--- config.mk ---
export PLATFORM = sky130hd
export DESIGN_NAME = programmable_crc_unit
export DESIGN_NICKNAME = d
export VERILOG_FILES = /design/src/pcrc_pkg.sv /design/src/programmable_crc_unit.sv
export SDC_FILE = /design/constraint.sdc
export NUM_CORES = 2
export LEC_CHECK = 0
export BUFFER_PORTS_ARGS = -buffer_cell sky130_fd_sc_hd__buf_2
export CAP_MARGIN = 20
export CORE_MARGIN = 2
export CORE_UTILIZATION = 55
export CTS_CLUSTER_SIZE = 40
export DETAILED_ROUTE_END_ITERATION = 12
export PLACE_DENSITY_LB_ADDON = 0.1
export REMOVE_ABC_BUFFERS = 1
export SYNTH_ARGS = -nofsm -noshare
export SYNTH_HDL_FRONTEND = slang
export SYNTH_SLANG_ARGS = --single-unit
--- constraint.sdc ---
create_clock -name aclk -period 30.2 [get_ports aclk]
set_input_delay 1.51 -clock aclk [delete_from_list [all_inputs] [get_ports aclk]]
set_output_delay 1.51 -clock aclk [all_outputs]
set_load 0.02 [all_outputs]
--- src/pcrc_pkg.sv ---
// types, codes, reset values and bit functions of the programmable crc unit
package pcrc_pkg;

    localparam int CRC_W = 32;
    localparam int CFG_IDX_W = 3;

    // polynomial size codes
    localparam logic [1:0] PSZ_32 = 2'd0;
    localparam logic [1:0] PSZ_16 = 2'd1;
    localparam logic [1:0] PSZ_8  = 2'd2;
    localparam logic [1:0] PSZ_7  = 2'd3;

    // write width codes, code three acts as a word
    localparam logic [1:0] WW_BYTE = 2'd0;
    localparam logic [1:0] WW_HALF = 2'd1;
    localparam logic [1:0] WW_WORD = 2'd2;

    // commands
    localparam logic CMD_RELOAD = 1'b0;
    localparam logic CMD_FEED   = 1'b1;

    // register indexes
    localparam logic [CFG_IDX_W-1:0] REG_POLY_SIZE   = 3'd0;
    localparam logic [CFG_IDX_W-1:0] REG_POLYNOMIAL  = 3'd1;
    localparam logic [CFG_IDX_W-1:0] REG_INIT_VALUE  = 3'd2;
    localparam logic [CFG_IDX_W-1:0] REG_FINAL_XOR   = 3'd3;
    localparam logic [CFG_IDX_W-1:0] REG_REFLECT_IN  = 3'd4;
    localparam logic [CFG_IDX_W-1:0] REG_REFLECT_OUT = 3'd5;

    // reset values
    localparam logic [1:0]       POLY_SIZE_RST   = PSZ_32;
    localparam logic [CRC_W-1:0] POLYNOMIAL_RST  = 32'h04C1_1DB7;
    localparam logic [CRC_W-1:0] INIT_VALUE_RST  = 32'hFFFF_FFFF;
    localparam logic [CRC_W-1:0] FINAL_XOR_RST   = 32'hFFFF_FFFF;
    localparam logic             REFLECT_IN_RST  = 1'b1;
    localparam logic             REFLECT_OUT_RST = 1'b1;

    typedef struct packed {
        logic             cmd;
        logic [1:0]       write_width;
        logic [CRC_W-1:0] write_data;
    } in_beat_t;

    function automatic logic [CRC_W-1:0] poly_mask(input logic [1:0] code);
        logic [CRC_W-1:0] m;
        case (code)
            PSZ_32:  m = 32'hFFFF_FFFF;
            PSZ_16:  m = 32'h0000_FFFF;
            PSZ_8:   m = 32'h0000_00FF;
            default: m = 32'h0000_007F;
        endcase
        return m;
    endfunction

    function automatic logic [4:0] poly_top(input logic [1:0] code);
        logic [4:0] t;
        case (code)
            PSZ_32:  t = 5'd31;
            PSZ_16:  t = 5'd15;
            PSZ_8:   t = 5'd7;
            default: t = 5'd6;
        endcase
        return t;
    endfunction

    function automatic logic [CRC_W-1:0] rev32(input logic [CRC_W-1:0] v);
        logic [CRC_W-1:0] r;
        for (int i = 0; i < CRC_W; i++) begin
            r[i] = v[CRC_W-1-i];
        end
        return r;
    endfunction

    // eight serial crc steps, msb of the byte first
    function automatic logic [CRC_W-1:0] crc_byte(
        input logic [CRC_W-1:0] crc,
        input logic [7:0]       b,
        input logic [CRC_W-1:0] poly,
        input logic [CRC_W-1:0] pmask,
        input logic [4:0]       top
    );
        logic [CRC_W-1:0] c;
        logic             fb;
        c = crc;
        for (int i = 7; i >= 0; i--) begin
            fb = c[top] ^ b[i];
            c  = (c << 1) & pmask;
            if (fb) begin
                c = c ^ poly;
            end
        end
        return c;
    endfunction

endpackage

--- src/programmable_crc_unit.sv ---
// programmable crc unit: input register, crc update network, result register
//
//  channel   | ports                      | beat contents
//  ----------+----------------------------+-------------------------------------
//  input     | s_tvalid s_tready s_tdata  | tdata: write_data; tuser: cmd,
//            | s_tuser                    | write_width
//  result    | m_tvalid m_tready m_tdata  | tdata: crc_raw, crc_final
//  config    | cfg_wr_en cfg_index        | cfg_wdata: register value
//            | cfg_wdata                  |
//
// one beat per cycle unless the result channel stalls
// the remainder register closes a loop through a 32-step xor network
// reset loads the config registers and the remainder from their reset values
// a stalled result holds in the result register while one more beat waits
// in the input register
module programmable_crc_unit (
    input  logic                            aclk,
    input  logic                            aresetn,
    input  logic                            s_tvalid,
    output logic                            s_tready,
    input  logic [31:0]                     s_tdata,   // write_data
    input  logic [2:0]                      s_tuser,   // cmd, write_width[1:0]
    output logic                            m_tvalid,
    input  logic                            m_tready,
    output logic [63:0]                     m_tdata,   // crc_raw, crc_final
    input  logic                            cfg_wr_en,
    input  logic [pcrc_pkg::CFG_IDX_W-1:0]  cfg_index,
    input  logic [31:0]                     cfg_wdata
);

    logic [1:0]  poly_size_reg;
    logic [31:0] polynomial_reg;
    logic [31:0] init_value_reg;
    logic [31:0] final_xor_reg;
    logic        reflect_in_reg;
    logic        reflect_out_reg;
    logic [31:0] remainder_reg;
    logic [31:0] remainder_next;

    logic               in_vld_reg;
    pcrc_pkg::in_beat_t in_reg;
    logic               out_vld_reg;
    logic [31:0]        raw_reg;
    logic [31:0]        final_reg;

    logic        advance;
    logic [31:0] pmask;
    logic [4:0]  top;
    logic [31:0] poly;
    logic [31:0] data_m;
    logic [31:0] data_r;
    logic [31:0] crc_cur;
    logic [31:0] crc_new;
    logic [31:0] raw_next;

    assign advance  = !out_vld_reg || m_tready;
    assign s_tready = !in_vld_reg || advance;
    assign m_tvalid = out_vld_reg;
    assign m_tdata  = {final_reg, raw_reg};

    // configuration registers
    always_ff @(posedge aclk) begin
        if (!aresetn) begin
            poly_size_reg   <= pcrc_pkg::POLY_SIZE_RST;
            polynomial_reg  <= pcrc_pkg::POLYNOMIAL_RST;
            init_value_reg  <= pcrc_pkg::INIT_VALUE_RST;
            final_xor_reg   <= pcrc_pkg::FINAL_XOR_RST;
            reflect_in_reg  <= pcrc_pkg::REFLECT_IN_RST;
            reflect_out_reg <= pcrc_pkg::REFLECT_OUT_RST;
        end else if (cfg_wr_en) begin
            unique case (cfg_index)
                pcrc_pkg::REG_POLY_SIZE:   poly_size_reg   <= cfg_wdata[1:0];
                pcrc_pkg::REG_POLYNOMIAL:  polynomial_reg  <= cfg_wdata;
                pcrc_pkg::REG_INIT_VALUE:  init_value_reg  <= cfg_wdata;
                pcrc_pkg::REG_FINAL_XOR:   final_xor_reg   <= cfg_wdata;
                pcrc_pkg::REG_REFLECT_IN:  reflect_in_reg  <= cfg_wdata[0];
                pcrc_pkg::REG_REFLECT_OUT: reflect_out_reg <= cfg_wdata[0];
                default: ;
            endcase
        end
    end

    // crc update
    always_comb begin
        pmask   = pcrc_pkg::poly_mask(poly_size_reg);
        top     = pcrc_pkg::poly_top(poly_size_reg);
        poly    = polynomial_reg & pmask;
        crc_cur = remainder_reg & pmask;

        case (in_reg.write_width)
            pcrc_pkg::WW_BYTE: begin
                data_m = {24'd0, in_reg.write_data[7:0]};
                data_r = pcrc_pkg::rev32(data_m) >> 24;
            end
            pcrc_pkg::WW_HALF: begin
                data_m = {16'd0, in_reg.write_data[15:0]};
                data_r = pcrc_pkg::rev32(data_m) >> 16;
            end
            default: begin
                data_m = in_reg.write_data;
                data_r = pcrc_pkg::rev32(data_m);
            end
        endcase
        if (reflect_in_reg) begin
            data_m = data_r;
        end

        crc_new = crc_cur;
        if (in_reg.write_width != pcrc_pkg::WW_BYTE &&
            in_reg.write_width != pcrc_pkg::WW_HALF) begin
            crc_new = pcrc_pkg::crc_byte(crc_new, data_m[31:24], poly, pmask, top);
            crc_new = pcrc_pkg::crc_byte(crc_new, data_m[23:16], poly, pmask, top);
        end
        if (in_reg.write_width != pcrc_pkg::WW_BYTE) begin
            crc_new = pcrc_pkg::crc_byte(crc_new, data_m[15:8], poly, pmask, top);
        end
        crc_new = pcrc_pkg::crc_byte(crc_new, data_m[7:0], poly, pmask, top);

        if (in_reg.cmd == pcrc_pkg::CMD_RELOAD) begin
            crc_new = init_value_reg & pmask;
        end

        remainder_next = remainder_reg;
        if (in_vld_reg && advance) begin
            remainder_next = crc_new;
        end

        raw_next = crc_new;
        if (reflect_out_reg) begin
            case (poly_size_reg)
                pcrc_pkg::PSZ_32: raw_next = pcrc_pkg::rev32(crc_new);
                pcrc_pkg::PSZ_16: raw_next = pcrc_pkg::rev32(crc_new) >> 16;
                pcrc_pkg::PSZ_8:  raw_next = pcrc_pkg::rev32(crc_new) >> 24;
                default:          raw_next = pcrc_pkg::rev32(crc_new) >> 25;
            endcase
        end
    end

    // control state and remainder
    always_ff @(posedge aclk) begin
        if (!aresetn) begin
            remainder_reg <= pcrc_pkg::INIT_VALUE_RST;
            in_vld_reg    <= 1'b0;
            out_vld_reg   <= 1'b0;
        end else begin
            remainder_reg <= remainder_next;
            if (s_tready) begin
                in_vld_reg <= s_tvalid;
            end
            if (advance) begin
                out_vld_reg <= in_vld_reg;
            end
        end
    end

    // payload registers
    always_ff @(posedge aclk) begin
        if (s_tvalid && s_tready) begin
            in_reg.cmd         <= s_tuser[0];
            in_reg.write_width <= s_tuser[2:1];
            in_reg.write_data  <= s_tdata;
        end
        if (in_vld_reg && advance) begin
            raw_reg   <= raw_next;
            final_reg <= raw_next ^ final_xor_reg;
        end
    end

endmodule

Word level (Yosys, flattened, before mapping). Cells that the tools add are included.

Bits in registers: 233. Bits in latches: 0. Bits in writable memories: 0. Bits in read-only memories: 0. Input port bits: 75. Output and inout port bits: 66. Word-level logic and storage cells: 269. Memories kept: 0.

$add $sub $neg: 0. Multiply operators: 0. Div/mod/pow operators: 0. $lt $le $gt $ge: 1. Equal/unequal tests: 9. Shift operators: 0. Muxes and demuxes: 128. Bitwise logic cells: 100. Reduce and logical (&&, ||, !) cells: 17.

Operators by type and width (number): 32-bit 2-to-1 mux (59); 32-bit AND (35); 32-bit XOR (33); 32-bit case mux with 3 select lines (2); 1-bit binary-select mux with 5-bit select (32); 32-bit case mux with 2 select lines (2); 1-bit 2-to-1 mux (32); 1-bit XOR (32); 5-bit case mux with 3 select lines (1); 2-bit AND reduction (6); 3-bit by 2-bit equality test with 1-bit output, second input constant (2); 3-bit equality test, second input constant (2); 5-bit by 6-bit < comparator with 1-bit output, second input constant (1); 2-bit by 1-bit equality test with 1-bit output, second input constant (2); 2-bit logical NOT (2); 3-bit by 1-bit equality test with 1-bit output, second input constant (1); 1-bit logical AND (3); 3-bit logical NOT (1); 2-bit equality test, second input constant (1); 1-bit logical NOT (2); 1-bit logical OR (2); 2-bit by 1-bit != test with 1-bit output, second input constant (1); 2-bit nonzero test (1).

Logic depth before layout (Yosys ltp).
Depth after elaboration: 159. Mapped depth: 128.

Worst setup path before layout. Ideal clock, no wire load.

Kind: register to register. From: reg poly_size_reg[1]. To: reg final_reg[14] (data pin). Setup time: 0.257 ns. Arrival time: 27.882 ns. Setup slack: 2.060 ns. Stages on the path, launching flop included: 118. Period minus slack after synthesis: 28.140 ns. Cells stage by stage: dfxtp_1 buf_4 mux4_2 or4_1 a21oi_1 o21ai_2 and4_1 buf_6 or3_4 buf_6 a32oi_2 buf_6 a31oi_1 or3_1 a41oi_2 a21oi_4 or4_4 a31oi_4 [82 not listed] nand4_1 clkbuf_1 a31oi_1 o21a_1 o31a_1 nor4_2 o21ai_0 a32oi_1 mux4_2 o31a_1 a211oi_4 buf_4 buf_12 a211oi_1 a311oi_2 o21ai_1 a21o_1 xor2_1.

Cells in the longest elaborated chain, start to end: 159. Elaborated cells between the ends (all ways): 228.

Ends and longest elaborated chain: from (decl) (line programmable_crc_unit.sv:31) `logic [1:0] poly_size_reg;`; from (signal assigned) (line programmable_crc_unit.sv:64) `poly_size_reg <= pcrc_pkg::POLY_SIZE_RST;`; from (signal assigned) (line programmable_crc_unit.sv:72) `pcrc_pkg::REG_POLY_SIZE: poly_size_reg <= cfg_wdata[1:0];`; 2-bit equality test (tied with other cells) (line pcrc_pkg.sv:46, pcrc_pkg.sv:57, programmable_crc_unit.sv:130); 32-bit case mux with 3 select lines (line pcrc_pkg.sv:46) `case (code)`; 32-bit AND (line programmable_crc_unit.sv:88) `crc_cur = remainder_reg & pmask;`; 1-bit binary-select mux with 5-bit select (line pcrc_pkg.sv:86) `fb = c[top] ^ b[i];`; 1-bit 2-to-1 mux (not written as such) (line pcrc_pkg.sv:86); 1-bit XOR (line pcrc_pkg.sv:86); 32-bit 2-to-1 mux (line pcrc_pkg.sv:88) `if (fb) begin`; 32-bit 2-to-1 mux (line programmable_crc_unit.sv:109) `if (in_reg.write_width != pcrc_pkg::WW_BYTE &&`; [144 not listed]; 1-bit 2-to-1 mux (not written as such) (line pcrc_pkg.sv:86); 1-bit XOR (line pcrc_pkg.sv:86); 32-bit 2-to-1 mux (line pcrc_pkg.sv:88); 32-bit 2-to-1 mux (line programmable_crc_unit.sv:119) `if (in_reg.cmd == pcrc_pkg::CMD_RELOAD) begin`; 32-bit case mux with 3 select lines (line programmable_crc_unit.sv:130) `case (poly_size_reg)`; 32-bit 2-to-1 mux * (line programmable_crc_unit.sv:129) `if (reflect_out_reg) begin`; net raw_next[14] (line programmable_crc_unit.sv:54) `logic [31:0] raw_next;`; 32-bit XOR * (line programmable_crc_unit.sv:165) `final_reg <= raw_next ^ final_xor_reg;`; to (signal assigned) (line programmable_crc_unit.sv:165); to (decl) (line programmable_crc_unit.sv:44) `logic [31:0] final_reg;`.

The timed path passes the listed nets; every way through them passes the cells marked *. The select of a mux whose other input is x is not followed. A chain may end at the register's enable or synchronous reset.

Worst setup path in the final report.
From: reg poly_size_reg[1]. To: reg final_reg[8] (data pin).

Same word-level chain as after synthesis.

==> results.md <==
* Status: completed
* Deepest level of the CTS H-tree at 1
* Number of placement rows at 93
* Synthesized area at between 0.03 and 0.04 mm^2
* Number of flip-flops in the largest register at 35
* DRT Wirelength at roughly 170 mm
* Iteration-0 DRC count of the detailed router at 5610
* Share of the synthesized netlist area taken by xor and xnor gates at 22.5%
* Die outline width at about 260 um
* Area Growth Syn to Fin at 13.3%
* Number of enable-type register cells in the synthesized netlist at between 90 and 100
* Summed area of non-filler cells in the final layout at 0.0403 mm^2
* Clock transition at the registers of the reported paths at around 70 ps
* Worst min-delay path class: reg -> reg
* Synth Area in Simple Gates at between 20% and 30%
* Leading cell type in the layout, fill and taps excluded: nand2_1
* Fraction of final layout cells sized beyond drive strength 1 at 22.1%
* Number of fill cells in the layout at 5943
* Via count of the first global-routing pass at approximately 35000
* Height of the die at roughly 260 um
* Main combinational cell family by area after synthesis: simple AND/OR/NAND/NOR gates
* Min Tclk post-route at slightly below 30000 ps
* Worst skew pair latency at around 610 ps
* Destination of the worst register-to-register timing path: final_reg[8]$_DFFE_PP_
* Number of buffers inserted by port buffering at 140
* Hold path cells at 2
* Overall Global Routing Usage at 48.9%
* Core area at between 0.06 and 0.07 mm^2
* Final Hold Violating Endpoints at 0
* Final setup TNS at 0 ps
* Number of standard cells in the layout, taps in and fillers out at around 5900
* Worst setup SP type: flip-flop
* Minimum setup slack among reg-to-reg paths at just under 500 ps
* Commonest cells after routing, fill and taps aside: 1117 x nand2_1, 700 x xnor2_1, 453 x buf_4
* Crit Reg-Reg Startpoint: poly_size_reg[1]$_SDFFE_PN0P_
* Routed via count divided by cell count at around 6.7
* Register-to-Register Path Depth at roughly 110
* Area share of fa/ha/maj cells after synthesis at 0%
* Hold path startpoint: init_value_reg[28]$_SDFFE_PN1P_
* Post-route setup slack at 491 ps
* CTS tree: built
* Detailed-route DRC error count at 0
* Post-CTS Hold Fix Bufs at 0
* Crit end category: flip-flop
* Flops & latches, synth at 233
* Final setup violation count at 0
* Number of buffers on the longest clock path at 3
* Period utilisation layout at a little under 100%
* Initial Util at 55.4%
* Complex-gate fraction of the synthesized area at 20.4%
* Number of clock buffers inserted by TritonCTS at 28
* Max-capacitance violation count at 0
* Top FF cell, synth: dfxtp_1
* Ys Warns at 0
* Total placed instance area at 0.0377 mm^2
* Wire length of the first global-routing pass at between 200 and 250 mm
* Worst-case clock skew at 12.4 ps
* Max-slew headroom at ~8.5%
* Max-slew violations at 0
* Worst setup slack after placement at -287 ps
* Avg Synthesized Cell Area at ~7.4 um^2
* Asr flop ratio synth at 0%
* Net total in the final layout at 5096
* Gate Count Post-Synth at roughly 4800
* Root Buffer: clkbuf_16
* Avg WL per Cell at a little under 30 um
* Max stage delay cell, worst path: or4_1
* Maximum number of pins on one net before global-route repair at 80
* TritonRoute pass-1 iters at 10
* Cell count after placement at around 5800
* Sequential fraction of the synthesis area at 15.9%
* Achievable frequency at between 30 and 40 MHz
* Critical setup path kind: reg -> reg
* Post-DP HPWL at about 120 mm
* Worst-margin pin slew at ~1400 ps
* Fraction of synthesized area in multiplexers at under 10%
* Number of sinks driven by the clock tree at between 200 and 250
* Count of cell types in the netlist at ~170
* Total grt overflow at 0
* Placer congestion estimate at ~1.1
* CP max stage delay at approximately 580 ps
* Via count at slightly below 40000
* Worst path required time at approximately 31000 ps
* Floorplan die area at approximately 0.067 mm^2
* Antenna violations before repair at 6
* Maximum net fanout on the critical path at 16
* Residual antenna-violating net count after detailed routing at 0
* Endpoint arrival time on the critical path at about 30000 ps
* Worst hold endpoint: init_value_reg[28]$_SDFFE_PN1P_
* Number of placed I/O pins at approximately 140
* Most used cell, CP: buf_4
## Yosys cell counts, drive strengths merged, types with 15 or more instances
master	n	area, um^2
a21o	40	315
a2111oi	16	213
a311oi	17	204
buf	180	1500
o21ai	144	777
o31ai	36	348
clkbuf	239	1400
and4	26	235
edfxtp	99	2970
a21boi	36	285
or4	15	121
xor2	152	1350
nand2b	15	104
or2	23	151
o21a	23	179
xnor2	733	6510
nand4	44	275
o311ai	17	164
nor2b	28	175
nor3	101	578
and3	85	547
a21oi	188	1020
nand3	237	1230
inv	37	139
a31oi	51	405
and2	37	241
o31a	16	151
o211ai	70	556
mux2	36	417
nand2	1129	4250
a211o	20	180
nor2	287	1100
dfxtp	134	2680
a211oi	55	463
or3	31	205
mux2i	86	883
a31o	19	166
nor4	50	389
## layout make-up
class	instances	area, um^2	share of cell area [%]
timing repair buffer	603	4230	10.5
multi-input combinational	4114	28300	70.1
sequential	233	5670	14.0
inverter	41	154	0.382
clock inverter	15	134	0.332
clock buffer	37	796	1.97
antenna	9	22.5	0.0559
tap	855	1070	2.65
## timing repair
item                                    CTS  global route
gates cloned                              0             5
endpoints found under the setup margin   51            96
buffers inserted                          0            36
endpoints found under the hold margin     0             0
pin swaps                                 1            66
gates resized for setup                  10           217
## logic make-up after synthesis
family	Yosys count
simple gates	2152
buf+inv	466
mux	132
compound gates	934
xor+xnor	892
flops	233
## per-stage QoR
| stage | util, % | hold WS (ps) |
|---|---|---|
| CTS | 60.3 | 465 |
| global route | 62.7 | 489 |
| floorplan | - | 430 |
| global placement | 58.7 | 442 |
| finish | 62.8 | 466 |
| detailed placement | 58.7 | 450 |
## worst max-delay path by stage
stage,depth (start not counted),slack (ps),startpoint,endpoint
floorplan,101,-11750,poly_size_reg[1]$_SDFFE_PN0P_,final_reg[1]$_DFFE_PP_
global placement,112,-220,poly_size_reg[1]$_SDFFE_PN0P_,final_reg[6]$_DFFE_PP_
detailed placement,111,-290,poly_size_reg[1]$_SDFFE_PN0P_,final_reg[25]$_DFFE_PP_
CTS,113,20,poly_size_reg[1]$_SDFFE_PN0P_,final_reg[14]$_DFFE_PP_
global route,115,-300,poly_size_reg[1]$_SDFFE_PN0P_,final_reg[8]$_DFFE_PP_
finish,114,490,poly_size_reg[1]$_SDFFE_PN0P_,final_reg[8]$_DFFE_PP_
## worst max-delay path: cells and delay by family (launching register included)
family                 cells  cell delay (ps)
AND/OR/NAND/NOR           26             6640
flip-flops                 1              400
multiplexers              15             5020
AO/OA/AOI/OAI             54            13120
buffers and inverters     12             2120
XOR/XNOR                   7             2040
## layer usage
layer | global-route usage (%) | wire length (um)
met5 | 0 | 23
met4 | 25.9 | 12000
met3 | 17.4 | 27100
met2 | 69.5 | 67900
met1 | 64.5 | 65100
Power is not shown: default switching activity piles up to over one toggle a cycle in this logic, so the estimate is an artifact.
